## config.mk

```make
export PLATFORM = sky130hd
export DESIGN_NAME = lcd_window_write_formatter_unit
export DESIGN_NICKNAME = d
export VERILOG_FILES = /design/src/sv/lwf_pkg.sv /design/src/sv/lwf_front.sv /design/src/sv/lwf_queue.sv /design/src/sv/lwf_back.sv /design/src/sv/lcd_window_write_formatter_unit.sv
export VERILOG_INCLUDE_DIRS = /design/src /design/src/sv
export SDC_FILE = /design/constraint.sdc
export NUM_CORES = 1
export LEC_CHECK = 0
export ABC_AREA = 1
export BUFFER_PORTS_ARGS = -buffer_cell sky130_fd_sc_hd__clkbuf_2
export CORE_ASPECT_RATIO = 2
export CORE_MARGIN = 5
export CORE_UTILIZATION = 23
export CTS_BUF_LIST = sky130_fd_sc_hd__clkbuf_2
export CTS_CLUSTER_DIAMETER = 100
export DETAILED_ROUTE_END_ITERATION = 10
export GPL_ROUTABILITY_DRIVEN = 0
export GPL_TIMING_DRIVEN = 0
export PLACE_DENSITY_LB_ADDON = 0.1
export SLEW_MARGIN = 20
export SYNTH_ARGS = -nofsm -noshare
export SYNTH_HDL_FRONTEND = slang
export SYNTH_SLANG_ARGS = --single-unit
```

## constraint.sdc

```tcl
create_clock -name clk_i -period 7 [get_ports clk_i]
set_input_delay 0.7 -clock clk_i [delete_from_list [all_inputs] [get_ports clk_i]]
set_output_delay 0.7 -clock clk_i [all_outputs]
set_load 0.005 [all_outputs]
```

## src/sv/lcd_window_write_formatter_unit_macros.svh

```systemverilog
// ----------------------------------------------------------------------------
// LCD window write formatter - assertion macros
// Concurrent assertion helpers clocked on clk_i, disabled while in reset.
// ----------------------------------------------------------------------------
`ifndef LCD_WINDOW_WRITE_FORMATTER_UNIT_MACROS_SVH
`define LCD_WINDOW_WRITE_FORMATTER_UNIT_MACROS_SVH

`ifndef SYNTHESIS
`define LWF_ASSERT(label, prop) \
  label: assert property (@(posedge clk_i) disable iff (!rst_ni) prop) \
    else $error("lwf assertion failed");
`define LWF_ASSERT_NEVER(label, cond) \
  label: assert property (@(posedge clk_i) disable iff (!rst_ni) !(cond)) \
    else $error("lwf forbidden condition seen");
`else
`define LWF_ASSERT(label, prop)
`define LWF_ASSERT_NEVER(label, cond)
`endif

`endif

```

## src/sv/lwf_pkg.sv

```systemverilog
`timescale 1ns / 1ps
// ----------------------------------------------------------------------------
// LCD window write formatter - package
// Shared types, command codes and a helper function.
// ----------------------------------------------------------------------------
package lwf_pkg;

  localparam logic KIND_WINDOW = 1'b0;
  localparam logic KIND_PIXEL  = 1'b1;

  localparam logic REG_COLUMN_OFFSET = 1'b0;
  localparam logic REG_ROW_OFFSET    = 1'b1;

  localparam logic [7:0] COL_OFFSET_RESET = 8'd24;
  localparam logic [7:0] ROW_OFFSET_RESET = 8'd20;

  localparam logic [7:0] CMD_COL_START   = 8'hF4;
  localparam logic [7:0] CMD_ROW_START   = 8'hF5;
  localparam logic [7:0] CMD_COL_END     = 8'hF6;
  localparam logic [7:0] CMD_ROW_END     = 8'hF7;
  localparam logic [7:0] CMD_WIN_ENABLE  = 8'hF8;
  localparam logic [7:0] CMD_COL_ADDR_HI = 8'h10;
  localparam logic [7:0] CMD_ROW_ADDR_LO = 8'h60;
  localparam logic [7:0] CMD_ROW_ADDR_HI = 8'h70;

  localparam int unsigned WIN_BYTES = 13;
  localparam int unsigned PIX_BYTES = 4;
  localparam int unsigned STEP_W    = 4;

  localparam logic [7:0] PAIR_MAP [4] = '{8'h00, 8'hF0, 8'h0F, 8'hFF};

  typedef struct packed {
    logic       kind;
    logic [8:0] col;
    logic [7:0] top;
    logic [7:0] right;
    logic [7:0] bottom;
    logic [7:0] y;
    logic [7:0] pix;
  } lwf_job_t;

  typedef struct packed {
    logic full;
    logic empty;
  } lwf_q_stat_t;

  // x / 3 for 8-bit x by reciprocal multiply
  function automatic logic [6:0] div3(input logic [7:0] x);
    logic [15:0] p;
    p = {8'd0, x} * 16'd171;
    return p[15:9];
  endfunction

endpackage

```

## src/sv/lwf_front.sv

```systemverilog
`timescale 1ns / 1ps
// ----------------------------------------------------------------------------
// LCD window write formatter - front end
// Accepts items, classifies them and precomputes window boundaries.
// ----------------------------------------------------------------------------
module lwf_front (
  input  logic                s_axis_tvalid,
  output logic                s_axis_tready,
  input  logic [39:0]         s_axis_tdata,
  input  logic                s_axis_tuser,
  input  logic [7:0]          col_offset_i,
  input  logic [7:0]          row_offset_i,
  input  lwf_pkg::lwf_q_stat_t q_stat_i,
  output logic                push_o,
  output lwf_pkg::lwf_job_t   job_o
);
  import lwf_pkg::*;

  logic [7:0] x, y, w, h;
  logic [8:0] col;
  logic [7:0] top;

  assign x = s_axis_tdata[7:0];
  assign y = s_axis_tdata[15:8];
  assign w = s_axis_tdata[23:16];
  assign h = s_axis_tdata[31:24];

  assign col = {2'b00, div3(x)} + {1'b0, col_offset_i};
  assign top = y + row_offset_i;

  assign s_axis_tready = !q_stat_i.full;
  assign push_o        = s_axis_tvalid && !q_stat_i.full;

  always_comb begin
    job_o.kind   = s_axis_tuser;
    job_o.col    = col;
    job_o.top    = top;
    job_o.right  = col[7:0] + {1'b0, div3(w)} - 8'd1;
    job_o.bottom = top + h - 8'd1;
    job_o.y      = y;
    job_o.pix    = s_axis_tdata[39:32];
  end

endmodule

```

## src/sv/lwf_queue.sv

```systemverilog
`timescale 1ns / 1ps
// ----------------------------------------------------------------------------
// LCD window write formatter - job queue
// Small FIFO of classified jobs between front and back end.
// ----------------------------------------------------------------------------
module lwf_queue #(
  parameter int unsigned DEPTH = 2
) (
  input  logic                 clk_i,
  input  logic                 rst_ni,
  input  logic                 push_i,
  input  lwf_pkg::lwf_job_t    push_data_i,
  input  logic                 pop_i,
  output lwf_pkg::lwf_job_t    head_o,
  output lwf_pkg::lwf_q_stat_t stat_o
);
  import lwf_pkg::*;

  localparam int unsigned PTR_W = (DEPTH > 1) ? $clog2(DEPTH) : 1;
  localparam int unsigned CNT_W = $clog2(DEPTH + 1);

  lwf_job_t          store_q [DEPTH];
  logic [PTR_W-1:0]  wr_ptr_q, wr_ptr_d, rd_ptr_q, rd_ptr_d;
  logic [CNT_W-1:0]  count_q, count_d;

  always_comb begin
    wr_ptr_d = wr_ptr_q;
    rd_ptr_d = rd_ptr_q;
    count_d  = count_q;
    if (push_i) begin
      wr_ptr_d = (wr_ptr_q == PTR_W'(DEPTH - 1)) ? '0 : wr_ptr_q + PTR_W'(1);
    end
    if (pop_i) begin
      rd_ptr_d = (rd_ptr_q == PTR_W'(DEPTH - 1)) ? '0 : rd_ptr_q + PTR_W'(1);
    end
    if (push_i && !pop_i) begin
      count_d = count_q + CNT_W'(1);
    end else if (pop_i && !push_i) begin
      count_d = count_q - CNT_W'(1);
    end
  end

  always_ff @(posedge clk_i or negedge rst_ni) begin
    if (!rst_ni) begin
      wr_ptr_q <= '0;
      rd_ptr_q <= '0;
      count_q  <= '0;
    end else begin
      wr_ptr_q <= wr_ptr_d;
      rd_ptr_q <= rd_ptr_d;
      count_q  <= count_d;
    end
  end

  always_ff @(posedge clk_i) begin
    if (push_i) begin
      store_q[wr_ptr_q] <= push_data_i;
    end
  end

  assign head_o       = store_q[rd_ptr_q];
  assign stat_o.full  = (count_q == CNT_W'(DEPTH));
  assign stat_o.empty = (count_q == '0);

endmodule

```

## src/sv/lwf_back.sv

```systemverilog
`timescale 1ns / 1ps
// ----------------------------------------------------------------------------
// LCD window write formatter - back end
// Walks the head job byte by byte into the output register.
// ----------------------------------------------------------------------------
module lwf_back (
  input  logic                 clk_i,
  input  logic                 rst_ni,
  input  lwf_pkg::lwf_job_t    head_i,
  input  lwf_pkg::lwf_q_stat_t q_stat_i,
  output logic                 pop_o,
  output logic                 m_axis_tvalid,
  input  logic                 m_axis_tready,
  output logic [7:0]           m_axis_tdata,
  output logic                 m_axis_tuser,
  output logic                 m_axis_tlast
);
  import lwf_pkg::*;

  logic [STEP_W-1:0] step_q, step_d;
  logic [STEP_W-1:0] last_step;
  logic [7:0]        win_bytes [WIN_BYTES];
  logic [7:0]        cur_byte;
  logic              at_last, advance;
  logic              out_valid_q, out_valid_d;
  logic [7:0]        out_byte_q;
  logic              out_cmd_q, out_last_q;

  always_comb begin
    win_bytes[0]  = CMD_COL_START;
    win_bytes[1]  = head_i.col[7:0];
    win_bytes[2]  = CMD_ROW_START;
    win_bytes[3]  = head_i.top;
    win_bytes[4]  = CMD_COL_END;
    win_bytes[5]  = head_i.right;
    win_bytes[6]  = CMD_ROW_END;
    win_bytes[7]  = head_i.bottom;
    win_bytes[8]  = CMD_WIN_ENABLE;
    win_bytes[9]  = {4'h0, head_i.col[3:0]};
    win_bytes[10] = CMD_COL_ADDR_HI | {3'b000, head_i.col[8:4]};
    win_bytes[11] = CMD_ROW_ADDR_LO + {4'h0, head_i.y[3:0]};
    win_bytes[12] = CMD_ROW_ADDR_HI + {4'h0, head_i.y[7:4]};
  end

  assign last_step = (head_i.kind == KIND_PIXEL) ? STEP_W'(PIX_BYTES - 1)
                                                 : STEP_W'(WIN_BYTES - 1);
  assign at_last   = (step_q == last_step);
  assign cur_byte  = (head_i.kind == KIND_PIXEL)
                   ? PAIR_MAP[head_i.pix[{step_q[1:0], 1'b0} +: 2]]
                   : win_bytes[step_q];

  assign advance = !q_stat_i.empty && (!out_valid_q || m_axis_tready);
  assign pop_o   = advance && at_last;

  always_comb begin
    step_d      = step_q;
    out_valid_d = out_valid_q;
    if (m_axis_tready) begin
      out_valid_d = 1'b0;
    end
    if (advance) begin
      out_valid_d = 1'b1;
      step_d      = at_last ? '0 : step_q + STEP_W'(1);
    end
  end

  always_ff @(posedge clk_i or negedge rst_ni) begin
    if (!rst_ni) begin
      step_q      <= '0;
      out_valid_q <= 1'b0;
    end else begin
      step_q      <= step_d;
      out_valid_q <= out_valid_d;
    end
  end

  always_ff @(posedge clk_i) begin
    if (advance) begin
      out_byte_q <= cur_byte;
      out_cmd_q  <= (head_i.kind == KIND_WINDOW);
      out_last_q <= at_last;
    end
  end

  assign m_axis_tvalid = out_valid_q;
  assign m_axis_tdata  = out_byte_q;
  assign m_axis_tuser  = out_cmd_q;
  assign m_axis_tlast  = out_last_q;

endmodule

```

## src/sv/lcd_window_write_formatter_unit.sv

```systemverilog
`timescale 1ns / 1ps
// ----------------------------------------------------------------------------
// LCD window write formatter - top level
// Turns window requests and packed pixel bytes into controller byte streams.
// ----------------------------------------------------------------------------
// A window item (tuser = 0) becomes 13 command bytes, a pixel item (tuser = 1)
// becomes 4 data bytes, lowest bit pair first; tuser on the output marks
// command bytes and tlast the final byte of each item. The output runs at one
// byte per cycle, set by the back-end sequencer, while a job is queued and
// tready does not stall it; a QUEUE_DEPTH job queue lets the input keep
// taking items while earlier ones drain. Each item is registered in the queue,
// then its bytes in the output register. Offsets reset to 24 (column), 20 (row).
`include "lcd_window_write_formatter_unit_macros.svh"

module lcd_window_write_formatter_unit #(
  parameter int unsigned QUEUE_DEPTH = 2
) (
  input  logic        clk_i,
  input  logic        rst_ni,
  input  logic        s_axis_tvalid,
  output logic        s_axis_tready,
  input  logic [39:0] s_axis_tdata,  // x_pixel, y_row, width_pixels, height_rows, pixel_byte
  input  logic        s_axis_tuser,  // kind
  output logic        m_axis_tvalid,
  input  logic        m_axis_tready,
  output logic [7:0]  m_axis_tdata,  // out_byte
  output logic        m_axis_tuser,  // is_command
  output logic        m_axis_tlast,
  input  logic        cfg_we_i,
  input  logic        cfg_idx_i,
  input  logic [7:0]  cfg_wdata_i
);
  import lwf_pkg::*;

  logic [7:0]  col_offset_q, row_offset_q;
  logic        push, pop;
  lwf_job_t    job, head;
  lwf_q_stat_t q_stat;

  always_ff @(posedge clk_i or negedge rst_ni) begin
    if (!rst_ni) begin
      col_offset_q <= COL_OFFSET_RESET;
      row_offset_q <= ROW_OFFSET_RESET;
    end else if (cfg_we_i) begin
      if (cfg_idx_i == REG_COLUMN_OFFSET) begin
        col_offset_q <= cfg_wdata_i;
      end
      if (cfg_idx_i == REG_ROW_OFFSET) begin
        row_offset_q <= cfg_wdata_i;
      end
    end
  end

  lwf_front u_front (
    .s_axis_tvalid (s_axis_tvalid),
    .s_axis_tready (s_axis_tready),
    .s_axis_tdata  (s_axis_tdata),
    .s_axis_tuser  (s_axis_tuser),
    .col_offset_i  (col_offset_q),
    .row_offset_i  (row_offset_q),
    .q_stat_i      (q_stat),
    .push_o        (push),
    .job_o         (job)
  );

  lwf_queue #(
    .DEPTH (QUEUE_DEPTH)
  ) u_queue (
    .clk_i       (clk_i),
    .rst_ni      (rst_ni),
    .push_i      (push),
    .push_data_i (job),
    .pop_i       (pop),
    .head_o      (head),
    .stat_o      (q_stat)
  );

  lwf_back u_back (
    .clk_i         (clk_i),
    .rst_ni        (rst_ni),
    .head_i        (head),
    .q_stat_i      (q_stat),
    .pop_o         (pop),
    .m_axis_tvalid (m_axis_tvalid),
    .m_axis_tready (m_axis_tready),
    .m_axis_tdata  (m_axis_tdata),
    .m_axis_tuser  (m_axis_tuser),
    .m_axis_tlast  (m_axis_tlast)
  );

  `LWF_ASSERT(a_push_lands, (s_axis_tvalid && s_axis_tready) |=> !q_stat.empty)
  `LWF_ASSERT(a_item_no_gap, (m_axis_tvalid && m_axis_tready && !m_axis_tlast) |=> m_axis_tvalid)
  `LWF_ASSERT_NEVER(a_no_push_when_full, push && q_stat.full)
  `LWF_ASSERT_NEVER(a_no_pop_when_empty, pop && q_stat.empty)

endmodule
```

After elaboration in Yosys (flattened, before gate mapping)
Memory sizes are Yosys's and may differ from the RTL's.
Cells that the tools add are included.

word-level totals
  memories kept = 1
  register bits after elaboration = 35
  logic and storage cells = 68
  memory bits (writable) = 100

memory list
  name             words  bits a word  rd ports  clocked after memory_dff  wr ports  RTL line         source
  u_queue.store_q  2      50           1         0                         1         lwf_queue.sv:22  lwf_job_t store_q [DEPTH];

cells by class
  multiplexer cells = 17
  reductions and logical operators = 16
  $add $sub $neg = 13
  bitwise operators = 4
  shift operators = 1
  equal/unequal tests = 2
  multiply operators = 2
  order comparisons = 2

operators with widths
  kind                  count
  $mux 8                5
  $bmux 8 s4            1
  $mul 8x8->16 const B  2
  $add 7x4->8 const A   2
  $add 8x8->8           2
  $bmux 8 s2            1
  $sub 8x1->8 const B   2
  $add 7x8->9           1
  $add 8x7->8           1
  $mux 4                2
  $shiftx 8x4->2        1
  $mux 1                6
  $ge 5x5->1 const B    1
  $logic_and 1x1->1     5
  $logic_not 1->1       5
  $not 4->5             1
  $add 4x1->4 const B   1
  $eq 4x4->1            1
  $mux 2                2
  $reduce_and 2->1      2
  $reduce_bool 2->1     2
  $ge 3x3->1 const B    1
  $not 2->3             1
  $add 1x1->1 const B   2
  6 further kinds       7

Depth between registers and ports, before layout
Gate-level depths: netlist (run 1).

  word-level depth = 7
  mapped depth = 33

By module
Synthesis (run 1) repeated with hierarchy kept, for this count alone.

second synthesis, totals
  cell total of the unflattened synthesis = 1083
  area total of the unflattened synthesis = 10401.2 µm²

by module, submodules not included
  module                           times used  sequential area each (µm²)  cells an instance  area each (µm²)
  lwf_front                        1           0.0                         633                4364.2
  lwf_queue                        1           3103.0                      181                4067.7
  lwf_back                         1           425.4                       199                1301.2
  lcd_window_write_formatter_unit  1           405.4                       70                 668.1

Worst setup path after synthesis (run 1)
No wires, ideal clock.

  path kind = input-to-reg
  from = input s_axis_tdata[1]
  to = memory u_queue.store_q[0][31] (netlist name), data pin
  cell stages on the path = 29
  data arrival time = 5.661 ns
  setup slack = 1.077 ns
  required time = 6.738 ns
  cells stage by stage = ha_1 > fa_1 > fa_1 > inv_1 > fa_1 > inv_1 > ha_1 > a21oi_1 > o21ai_0 > a21oi_1 > xnor2_1 > ha_1 > fa_1 > nand3_1 > nand2_1 > nand2_1 > nand2_1 > a21oi_1 > inv_1 > nand2_1 > nand2_1 > ha_1 > inv_1 > ha_1 > a21oi_1 > nand3_1 > nand2_1 > nand2_1 > xnor2_1

RTL lines
  item         RTL line                               source
  from (decl)  lcd_window_write_formatter_unit.sv:22  input logic [39:0] s_axis_tdata,
  to (decl)    lwf_queue.sv:22

==> summary.txt, run 1 <==
Min path
  – Hold Path Depth: 1
  – Hold Path End: u_queue.store_q[1][3]$_DFFE_PP_
  – Worst Hold Class: in -> reg
  – Hold path start: s_axis_tdata[35]

Finish
  – Nets: 1,409
  – Fin area: 11,100 um2
  – Area of the multi-input gates: 4900 um2
  – Fill cell count: 4,589
  – Fin util: 0.266
  – Share of cells above drive strength 1: 0.121
  – Area delta synth->final: 14.5%
  – Register area: 3870 um2

Detailed routing
  – DRC viols: 0
  – Routed length on met1: 8.83 mm
  – Total wire length: 28.0 mm
  – Iter 0 DRT Violations: 245
  – Detailed Routing Iterations Pass 1: 4
  – Vias: 7,289
  – Antenna Nets Post-Route: 0
  – DR WL/cell: 16.0 um
  – Max layer used: met4
  – Met2 wire length: 17.8 mm
  – Vias/cell: 4.16
  – WL met3: 413 um

Synth
  – Dominant combinational cell family by area after synthesis: adder cells
  – Yosys top cell by area: edfxtp_1
  – Mux cell area share after synthesis: 0
  – Cells after Synth: 1,109
  – Ys flop type: edfxtp_1
  – Area share of the largest cell type after synthesis: 0.334
  – Compound-cell area share of the yosys netlist: 0.0619
  – Post-synth top cells: 297 x nand2_1, 202 x inv_1, 127 x ha_1
  – Top area cells in the synthesized netlist: edfxtp_1 33%, ha_1 16%, nand2_1 11%, inv_1 7.8%, fa_1 5.8%
  – Number of flops mapped to enable cells by yosys: 108
  – Synth warnings: 0
  – Unique cell type count in the Yosys netlist: 37
  – Synth Area in Simple Gates: 0.192
  – Most frequent cell after synthesis: nand2_1
  – #FFs+latches synth: 133
  – Synth Net Count: 1,319
  – Post-Synth Adder-Cell Area: 0.221
  – Asr flop ratio synth: 0.188
  – Mean post-synth cell area: 8.77 um2
  – Synth Area in XOR/XNOR: 0.0270
  – Sequential fraction of the synthesis area: 0.398
  – Mapped cell area: 9720 um2

Setup path
  – Worst setup EP type: flip-flop
  – CP startpoint kind: input pin
  – Buf+Inv Stages, Crit Path: 6
  – Slowest-stage cell, CP: fa_1
  – Critical path's largest stage delay: 0.53 ns
  – Most used cell along the critical path: nand2_1
  – CP arrival: 6.30 ns
  – Crit-path max FO: 4
  – WP data required: 7.49 ns
  – R2R Path Start: row_offset_q[0]$_DFFE_PN0P_
  – Reg-to-reg setup timing slack: 3.26 ns
  – RR Endpoint: u_queue.store_q[1][23]$_DFFE_PP_
  – R2R depth: 14
  – Top delay family on crit path: adder cells
  – Critical path type: in -> reg

STA
  – F_max: 172 MHz
  – # setup viols final: 0
  – Final TNS setup: 0 ns
  – Post-layout minimum cycle time: 5.81 ns
  – Worst slew margin: 0.458
  – Slew Viols, Final: 0
  – Fin. Hold Viols: 0
  – Slew @ Worst Pin: 0.811 ns
  – RSZ-0062 raised after global routing: false
  – Tcrit/Tclk final: 0.831
  – Layout Skew: 0.0555 ns
  – Final worst slack: 1.19 ns

Clock tree
  – Bufs on Longest Clock Path: 2
  – CTS tree: built
  – Clk pin slew, worst setup/hold paths: 0.22 ns
  – Setup bufs post-CTS: 0
  – Later-pin clock latency in the skew report: 0.75 ns
  – Number of CTS-inserted buffers: 17
  – Clock root buffer: clkbuf_2
  – # hold bufs at CTS: 1
  – # clock sinks: 133
  – H-tree level count: 4
  – Post-CTS sizing: 0

Floorplanning
  – Area of the core: 41,800 um2
  – Die width: 155 um
  – Row cnt: 106
  – Die area: 46,700 um2
  – Initial Util: 0.233
  – Die span in y: 301 um
  – # IOs: 67

Placed design
  – # port buffers: 66
  – Cell Area, Placed: 10,900 um2
  – Detailed placement HPWL: 24.0 mm
  – DP Worst Slack: 0.340 ns

Status
  – Status: complete, no violations

Global routing
  – Largest net degree at the start of global routing: 26
  – Gr ovfl total: 0
  – Antenna violations before repair: 1
  – Gr usage total: 0.124
  – First-pass GRT wire length: 43.4 mm
  – Vias in the first global route: 7,790

Power
  – Leakage: 5.51 nW
  – Maximum vdd drop: 0.236 mV
  – Power density cells: 468 nW/um2

Job
  – Max Cap Violations: 0
[metrics by stage]
stage	hold WS (ns)	instances	power, mW
CTS	0.0160	1752	5.36
global route	0.0195	1753	5.78
global placement	0.476	1715	4.77
finish	0.135	1753	5.20
detailed placement	0.480	1719	4.82
floorplan	0.404	1109	3.72
[cells in the final DEF, fill, tap and decap left out, types with 21 or more instances in the layout]
cell        n
a21oi_1    44
nor2_1     57
clkbuf_2   84
fa_1       28
nand3_1    70
dfrtp_1    21
ha_1      127
edfxtp_1  108
nand2_1   297
o21ai_0    37
inv_1     202
[area by class of cell]
| class | instances | area share |
|---|---|---|
| antenna | 1 | 0.000225 |
| buffer | 21 | 0.0168 |
| clock buffer | 18 | 0.00809 |
| clock inverter | 14 | 0.0156 |
| inverter | 208 | 0.0702 |
| multi-input combinational | 747 | 0.440 |
| sequential | 133 | 0.348 |
| tap | 540 | 0.0607 |
| timing repair buffer | 71 | 0.0405 |
[per-layer routing]
metal  track usage  vias up
met4        0.0507        0
met1         0.104     3411
met2         0.274       88
met5             0        -
li1              -     3759
met3        0.0134       31
[how the worst max path moves through the flow]
stage,cells past startpoint,to,from,slack [ns]
floorplan,29,u_queue.store_q[0][31]$_DFFE_PP_,s_axis_tdata[1],1.08
global placement,32,u_queue.store_q[0][31]$_DFFE_PP_,s_axis_tdata[3],0.35
detailed placement,32,u_queue.store_q[0][31]$_DFFE_PP_,s_axis_tdata[3],0.34
CTS,32,u_queue.store_q[0][31]$_DFFE_PP_,s_axis_tdata[3],1.21
global route,32,u_queue.store_q[1][31]$_DFFE_PP_,s_axis_tdata[3],0.81
finish,32,u_queue.store_q[1][31]$_DFFE_PP_,s_axis_tdata[3],1.19
[flip-flops by register name, indices dropped and copies added, names as in the netlist, 2 cells and up]
| register | count |
|---|---|
| col_offset_q | 8 |
| row_offset_q | 8 |
| u_back.m_axis_tdata | 8 |
| u_back.step_q | 4 |
| u_queue.count_q | 2 |
| u_queue.store_q | 98 |
[power by group]
part | switching, mW | leakage, nW | internal [mW] | total, mW
Sequential | 0.0946 | 1.31 | 1.42 | 1.51
Clock | 0.315 | 0.164 | 0.207 | 0.521
Combinational | 2.05 | 4.04 | 1.12 | 3.17
Total | 2.46 | 5.51 | 2.74 | 5.20
[cells by family after synthesis]
kind of cell    after synthesis
xor+xnor                     30
compound gates              111
fa+ha+maj                   155
buf+inv                     229
simple gates                451
flops                       133
No activity file was read; power rests on OpenSTA's default activity.
==> inputs of run 2 (changes only) <==
==> constraint.sdc (replaced) <==
create_clock -name clk_i -period 5.05 [get_ports clk_i]
set_input_delay 0.505 -clock clk_i [delete_from_list [all_inputs] [get_ports clk_i]]
set_output_delay 0.505 -clock clk_i [all_outputs]
set_load 0.005 [all_outputs]
==> summary.txt, run 2 (synthesis gave the netlist of run 1 again) <==
STA
  – Worst slew margin: 0.425
  – # setup viols final: 0
  – RSZ-0062 raised after global routing: true
  – Fin. Hold Viols: 0
  – Worst hold slack: 0.139 ns
  – Slew @ Worst Pin: 0.862 ns
  – Final worst slack: 0.0244 ns
  – Final TNS setup: 0 ns
  – Slew Viols, Final: 0
  – Post-layout minimum cycle time: 5.03 ns
  – Layout Skew: 0.0444 ns
  – F_max: 199 MHz
  – Tcrit/Tclk final: 0.995

Floorplanning
  – # IOs: 67
  – Die width: 155 um
  – Die span in y: 301 um
  – Row cnt: 106
  – Area of the core: 41,800 um2
  – Initial Util: 0.233
  – Die area: 46,700 um2

Setup path
  – Buf+Inv Stages, Crit Path: 6
  – Critical path type: in -> reg
  – CP arrival: 5.51 ns
  – Slowest-stage cell, CP: fa_1
  – Worst setup EP type: flip-flop
  – WP data required: 5.54 ns
  – Most used cell along the critical path: nand2_1
  – Critical path's largest stage delay: 0.50 ns
  – Crit-path max FO: 4
  – Top delay family on crit path: adder cells
  – CP startpoint kind: input pin

Power
  – Maximum vdd drop: 0.378 mV
  – Power density cells: 658 nW/um2
  – Leakage: 5.66 nW
  – Power Total: 7.70 mW

Clock tree
  – Later-pin clock latency in the skew report: 0.75 ns
  – Clock root buffer: clkbuf_2
  – Clk pin slew, worst setup/hold paths: 0.22 ns
  – Bufs on Longest Clock Path: 2
  – CTS tree: built
  – Number of CTS-inserted buffers: 17
  – H-tree level count: 4
  – # clock sinks: 133

Detailed routing
  – DR WL/cell: 16.0 um
  – DRC viols: 0
  – Antenna Nets Post-Route: 0
  – Vias: 7,459
  – Vias/cell: 4.17
  – Iter 0 DRT Violations: 254
  – Detailed Routing Iterations Pass 1: 4
  – Total wire length: 28.6 mm

Global routing
  – First-pass GRT wire length: 44.4 mm
  – Vias in the first global route: 7,930
  – Gr ovfl total: 0
  – Gr usage total: 0.127
  – Largest net degree at the start of global routing: 26
  – Antenna violations before repair: 2

Finish
  – Most frequent cells in the layout: 290 x nand2_1, 197 x inv_1, 116 x ha_1
  – Area delta synth->final: 20.4%
  – Max reg flops: 98
  – Largest Register: u_queue.store_q
  – Share of cells above drive strength 1: 0.161
  – Commonest non-fill, non-tap cell in the layout: nand2_1
  – Nets: 1,442
  – Fin util: 0.280

Placed design
  – DP Worst Slack: -1.10 ns
  – # port buffers: 66
  – Detailed placement HPWL: 23.9 mm

Min path
  – Worst Hold Class: in -> reg

Job
  – Max Cap Violations: 0

Status
  – Status: complete, no violations
==> run 2: cell count changes in the layout (fill, tap and decap cells not counted), moves of 4 or more <==
| cell | previous run | this run |
|---|---|---|
| nand2_1 | 297 | 290 |
| buf_12 | 0 | 4 |
| inv_1 | 202 | 197 |
| dlygate4sd3_1 | 1 | 27 |
| ha_1 | 127 | 116 |
| buf_4 | 2 | 9 |
| inv_2 | 5 | 10 |
| a21oi_1 | 44 | 34 |
| a21oi_2 | 1 | 10 |
| nand2_2 | 4 | 10 |
| ha_4 | 0 | 9 |
==> run 2: layout make-up <==
cell class                 count  area [um2]
tap                          540         676
clock inverter                12         130
timing repair buffer         104         764
inverter                     208         781
clock buffer                  20         100
fill                        4563       30100
buffer                        21         186
antenna                        2        5.00
sequential                   133        3870
multi-input combinational    747        5180
==> run 2: power breakdown <==
group | switching (mW) | internal (mW) | leakage (nW) | total (mW)
Sequential | 0.128 | 1.97 | 1.31 | 2.10
Combinational | 3.06 | 1.89 | 4.22 | 4.95
Clock | 0.415 | 0.233 | 0.136 | 0.648
Total | 3.60 | 4.09 | 5.66 | 7.70
==> run 2: per-stage QoR <==
stage               area, um2  instances
global placement        10800       1715
finish                  11700       1787
global route            11700       1787
floorplan                9820       1109
CTS                     11500       1779
detailed placement      10900       1719
==> run 2: layer usage <==
metal,GRT usage,part of all wire,up-vias
li1,-,-,3831
met1,0.113,0.33,3500
met2,0.275,0.62,96
met3,0.0132,0.022,32
met4,0.0461,0.028,0
met5,0,0,-
==> run 2: final timing paths <==
kind,from,endpoint,slack [ns],cells after the start
max,s_axis_tdata[3],u_queue.store_q[0][31]$_DFFE_PP_,0.02,32
min,cfg_we_i,row_offset_q[4]$_DFFE_PN1P_,0.14,4
max reg2reg,row_offset_q[0]$_DFFE_PN0P_,u_queue.store_q[0][23]$_DFFE_PP_,1.69,14
min reg2reg,u_queue.count_q[1]$_DFFE_PN0P_,u_queue.count_q[1]$_DFFE_PN0P_,0.51,1
max in group asynchronous,rst_ni,row_offset_q[7]$_DFFE_PN0P_,4.12,2
min in group asynchronous,rst_ni,row_offset_q[1]$_DFFE_PN0P_,0.36,2
==> run 2: what timing repair did <==
action | in CTS | in global routing
setup endpoints to repair | 8 | 8
hold buffers | 27 | 0
gates resized for setup | 11 | 40
setup buffers | 1 | 6
pin swaps | 5 | 24
hold endpoints to repair | 71 | 0
==> run 2: tightest hold or removal path, stage by stage <==
cell	delay [ns]
clkbuf_2	0.09
nand2_1	0.16
nand2_1	0.10
o21ai_0	0.07
==> inputs of run 3 (changes only) <==
--- a/config.mk
+++ b/config.mk
@@ -8,6 +8,7 @@
 export LEC_CHECK = 0
 export ABC_AREA = 1
 export BUFFER_PORTS_ARGS = -buffer_cell sky130_fd_sc_hd__clkbuf_2
+export CAP_MARGIN = 20
 export CORE_ASPECT_RATIO = 2
 export CORE_MARGIN = 5
 export CORE_UTILIZATION = 23
@@ -17,6 +18,7 @@
 export GPL_ROUTABILITY_DRIVEN = 0
 export GPL_TIMING_DRIVEN = 0
 export PLACE_DENSITY_LB_ADDON = 0.1
+export RECOVER_POWER = 25
 export SLEW_MARGIN = 20
 export SYNTH_ARGS = -nofsm -noshare
 export SYNTH_HDL_FRONTEND = slang
==> summary.txt, run 3 (synthesis gave the netlist of run 1 again) <==
Status
  – Status: finished, violations left
  – Failing checks: capacitance limit, slew limit

Clock tree
  – Clock root buffer: clkbuf_2
  – # clock sinks: 133
  – Later-pin clock latency in the skew report: 0.77 ns
  – CTS tree: built
  – Clk pin slew, worst setup/hold paths: 0.21 ns
  – Number of CTS-inserted buffers: 17
  – H-tree level count: 4
  – Bufs on Longest Clock Path: 2

Detailed routing
  – DRC viols: 0
  – Vias: 7,440
  – Vias/cell: 4.17
  – DR WL/cell: 16.0 um
  – Antenna Nets Post-Route: 0
  – Total wire length: 28.5 mm
  – Detailed Routing Iterations Pass 1: 4
  – Iter 0 DRT Violations: 189

Setup path
  – Critical path type: in -> reg
  – WP data required: 5.55 ns
  – CP arrival: 5.49 ns
  – Crit-path max FO: 4
  – Most used cell along the critical path: nand2_1
  – Worst setup EP type: flip-flop
  – CP startpoint kind: input pin
  – Slowest-stage cell, CP: fa_1
  – Critical path's largest stage delay: 0.49 ns

STA
  – Slew @ Worst Pin: 1.86 ns
  – Slew Viols, Final: 26
  – Fin. Hold Viols: 0
  – Tcrit/Tclk final: 0.988
  – # setup viols final: 0
  – Layout Skew: 0.0404 ns
  – Worst hold slack: 0.126 ns
  – RSZ-0062 raised after global routing: true
  – Post-layout minimum cycle time: 4.99 ns
  – Worst slew margin: -0.240
  – F_max: 200 MHz

Finish
  – Area of the multi-input gates: 5160 um2
  – Layout Cells excl Fill: 1,783
  – Register area: 3870 um2
  – Fin util: 0.280
  – Commonest non-fill, non-tap cell in the layout: nand2_1
  – Share of cells above drive strength 1: 0.140
  – Max reg flops: 98
  – Largest Register: u_queue.store_q
  – Nets: 1,440
  – Most frequent cells in the layout: 291 x nand2_1, 198 x inv_1, 117 x ha_1
  – Area delta synth->final: 20.4%
  – Fill cell count: 4,545

Global routing
  – Gr ovfl total: 0
  – Gr usage total: 0.127
  – Largest net degree at the start of global routing: 26
  – First-pass GRT wire length: 44.5 mm
  – Antenna violations before repair: 1
  – Vias in the first global route: 7,924

Job
  – Max Cap Violations: 1

Placed design
  – Detailed placement HPWL: 23.9 mm
  – # port buffers: 66
  – Dpl cells: 1,719

Floorplanning
  – Die area: 46,700 um2
  – # IOs: 67
  – Area of the core: 41,800 um2
  – Die width: 155 um
  – Die span in y: 301 um
  – Initial Util: 0.233
  – Row cnt: 106

Min path
  – Worst Hold Class: in -> reg

Power
  – Maximum vdd drop: 0.388 mV
  – Power density cells: 661 nW/um2
  – Leakage: 5.62 nW
  – Power Total: 7.73 mW
[run 3: cell count changes in the layout (fill, tap and decap cells not counted), sizes merged]
cell      before  now
clkinvlp       3    2
clkbuf        86   81
inv          209  212
diode          2    1
clkinv         6    3
buf           32   33
bufinv         2    4
[run 3: critical path: cells and delay by family]
| kind | cells | cell delay [ns] |
|---|---|---|
| simple gates | 11 | 0.85 |
| fa+ha+maj | 9 | 3.07 |
| buf+inv | 6 | 0.35 |
| compound gates | 3 | 0.39 |
| xor+xnor | 2 | 0.31 |
[run 3: path summary, 6_finish.rpt]
check                                                from                          endpoint  slack [ns]  cells past startpoint
hold / removal                                   cfg_we_i       row_offset_q[4]$_DFFE_PN1P_        0.13                      4
setup reg to reg              row_offset_q[0]$_DFFE_PN0P_  u_queue.store_q[1][23]$_DFFE_PP_        1.72                     15
max in group asynchronous                          rst_ni       row_offset_q[3]$_DFFE_PN0P_        3.23                      2
hold reg to reg            u_queue.count_q[0]$_DFFE_PN0P_    u_queue.count_q[0]$_DFFE_PN0P_        0.51                      1
setup / recovery                          s_axis_tdata[1]  u_queue.store_q[0][31]$_DFFE_PP_        0.06                     31
min in group asynchronous                          rst_ni       row_offset_q[0]$_DFFE_PN0P_        0.75                      2
[run 3: what timing repair did]
item | CTS | global route
hold endpoints to repair | 72 | 0
pin swaps | 3 | 24
buffers inserted | 1 | 4
hold buffers | 27 | 0
gates cloned | 0 | 0
gates resized for setup | 8 | 42
setup endpoints to repair | 4 | 8
[run 3: where the power goes]
group	total (mW)	switching, mW	internal, mW
clock	0.763	0.430	0.333
sequential	2.09	0.127	1.97
combinational	4.87	3.04	1.84
total	7.73	3.59	4.14
[run 3: cell type report]
type                       count  share of cell area
timing repair buffer         102              0.0631
clock inverter                13              0.0165
buffer                        21              0.0159
multi-input combinational    747               0.441
sequential                   133               0.331
antenna                        1            0.000214
inverter                     208              0.0667
clock buffer                  18             0.00770
tap                          540              0.0577
[run 3: through the flow]
stage                     instance area [um2]  TNS [ns]  setup WS (ns)
after floorplan                          9820     -1.21         -0.333
after global routing                    11700    -0.202        -0.0900
final                                   11700         0         0.0610
after detailed placement                10900    -10.21          -1.08
after global placement                  10800    -10.65          -1.05
after CTS                               11500         0        0.00793
[run 3: per-layer routing]
metal	track usage	up-vias	share of wire	wire (um)
met2	0.274	95	0.62	17800
met4	0.0484	0	0.027	778
li1	-	3815	-	-
met1	0.113	3497	0.33	9410
met3	0.0158	33	0.021	592
met5	0	-	0	0
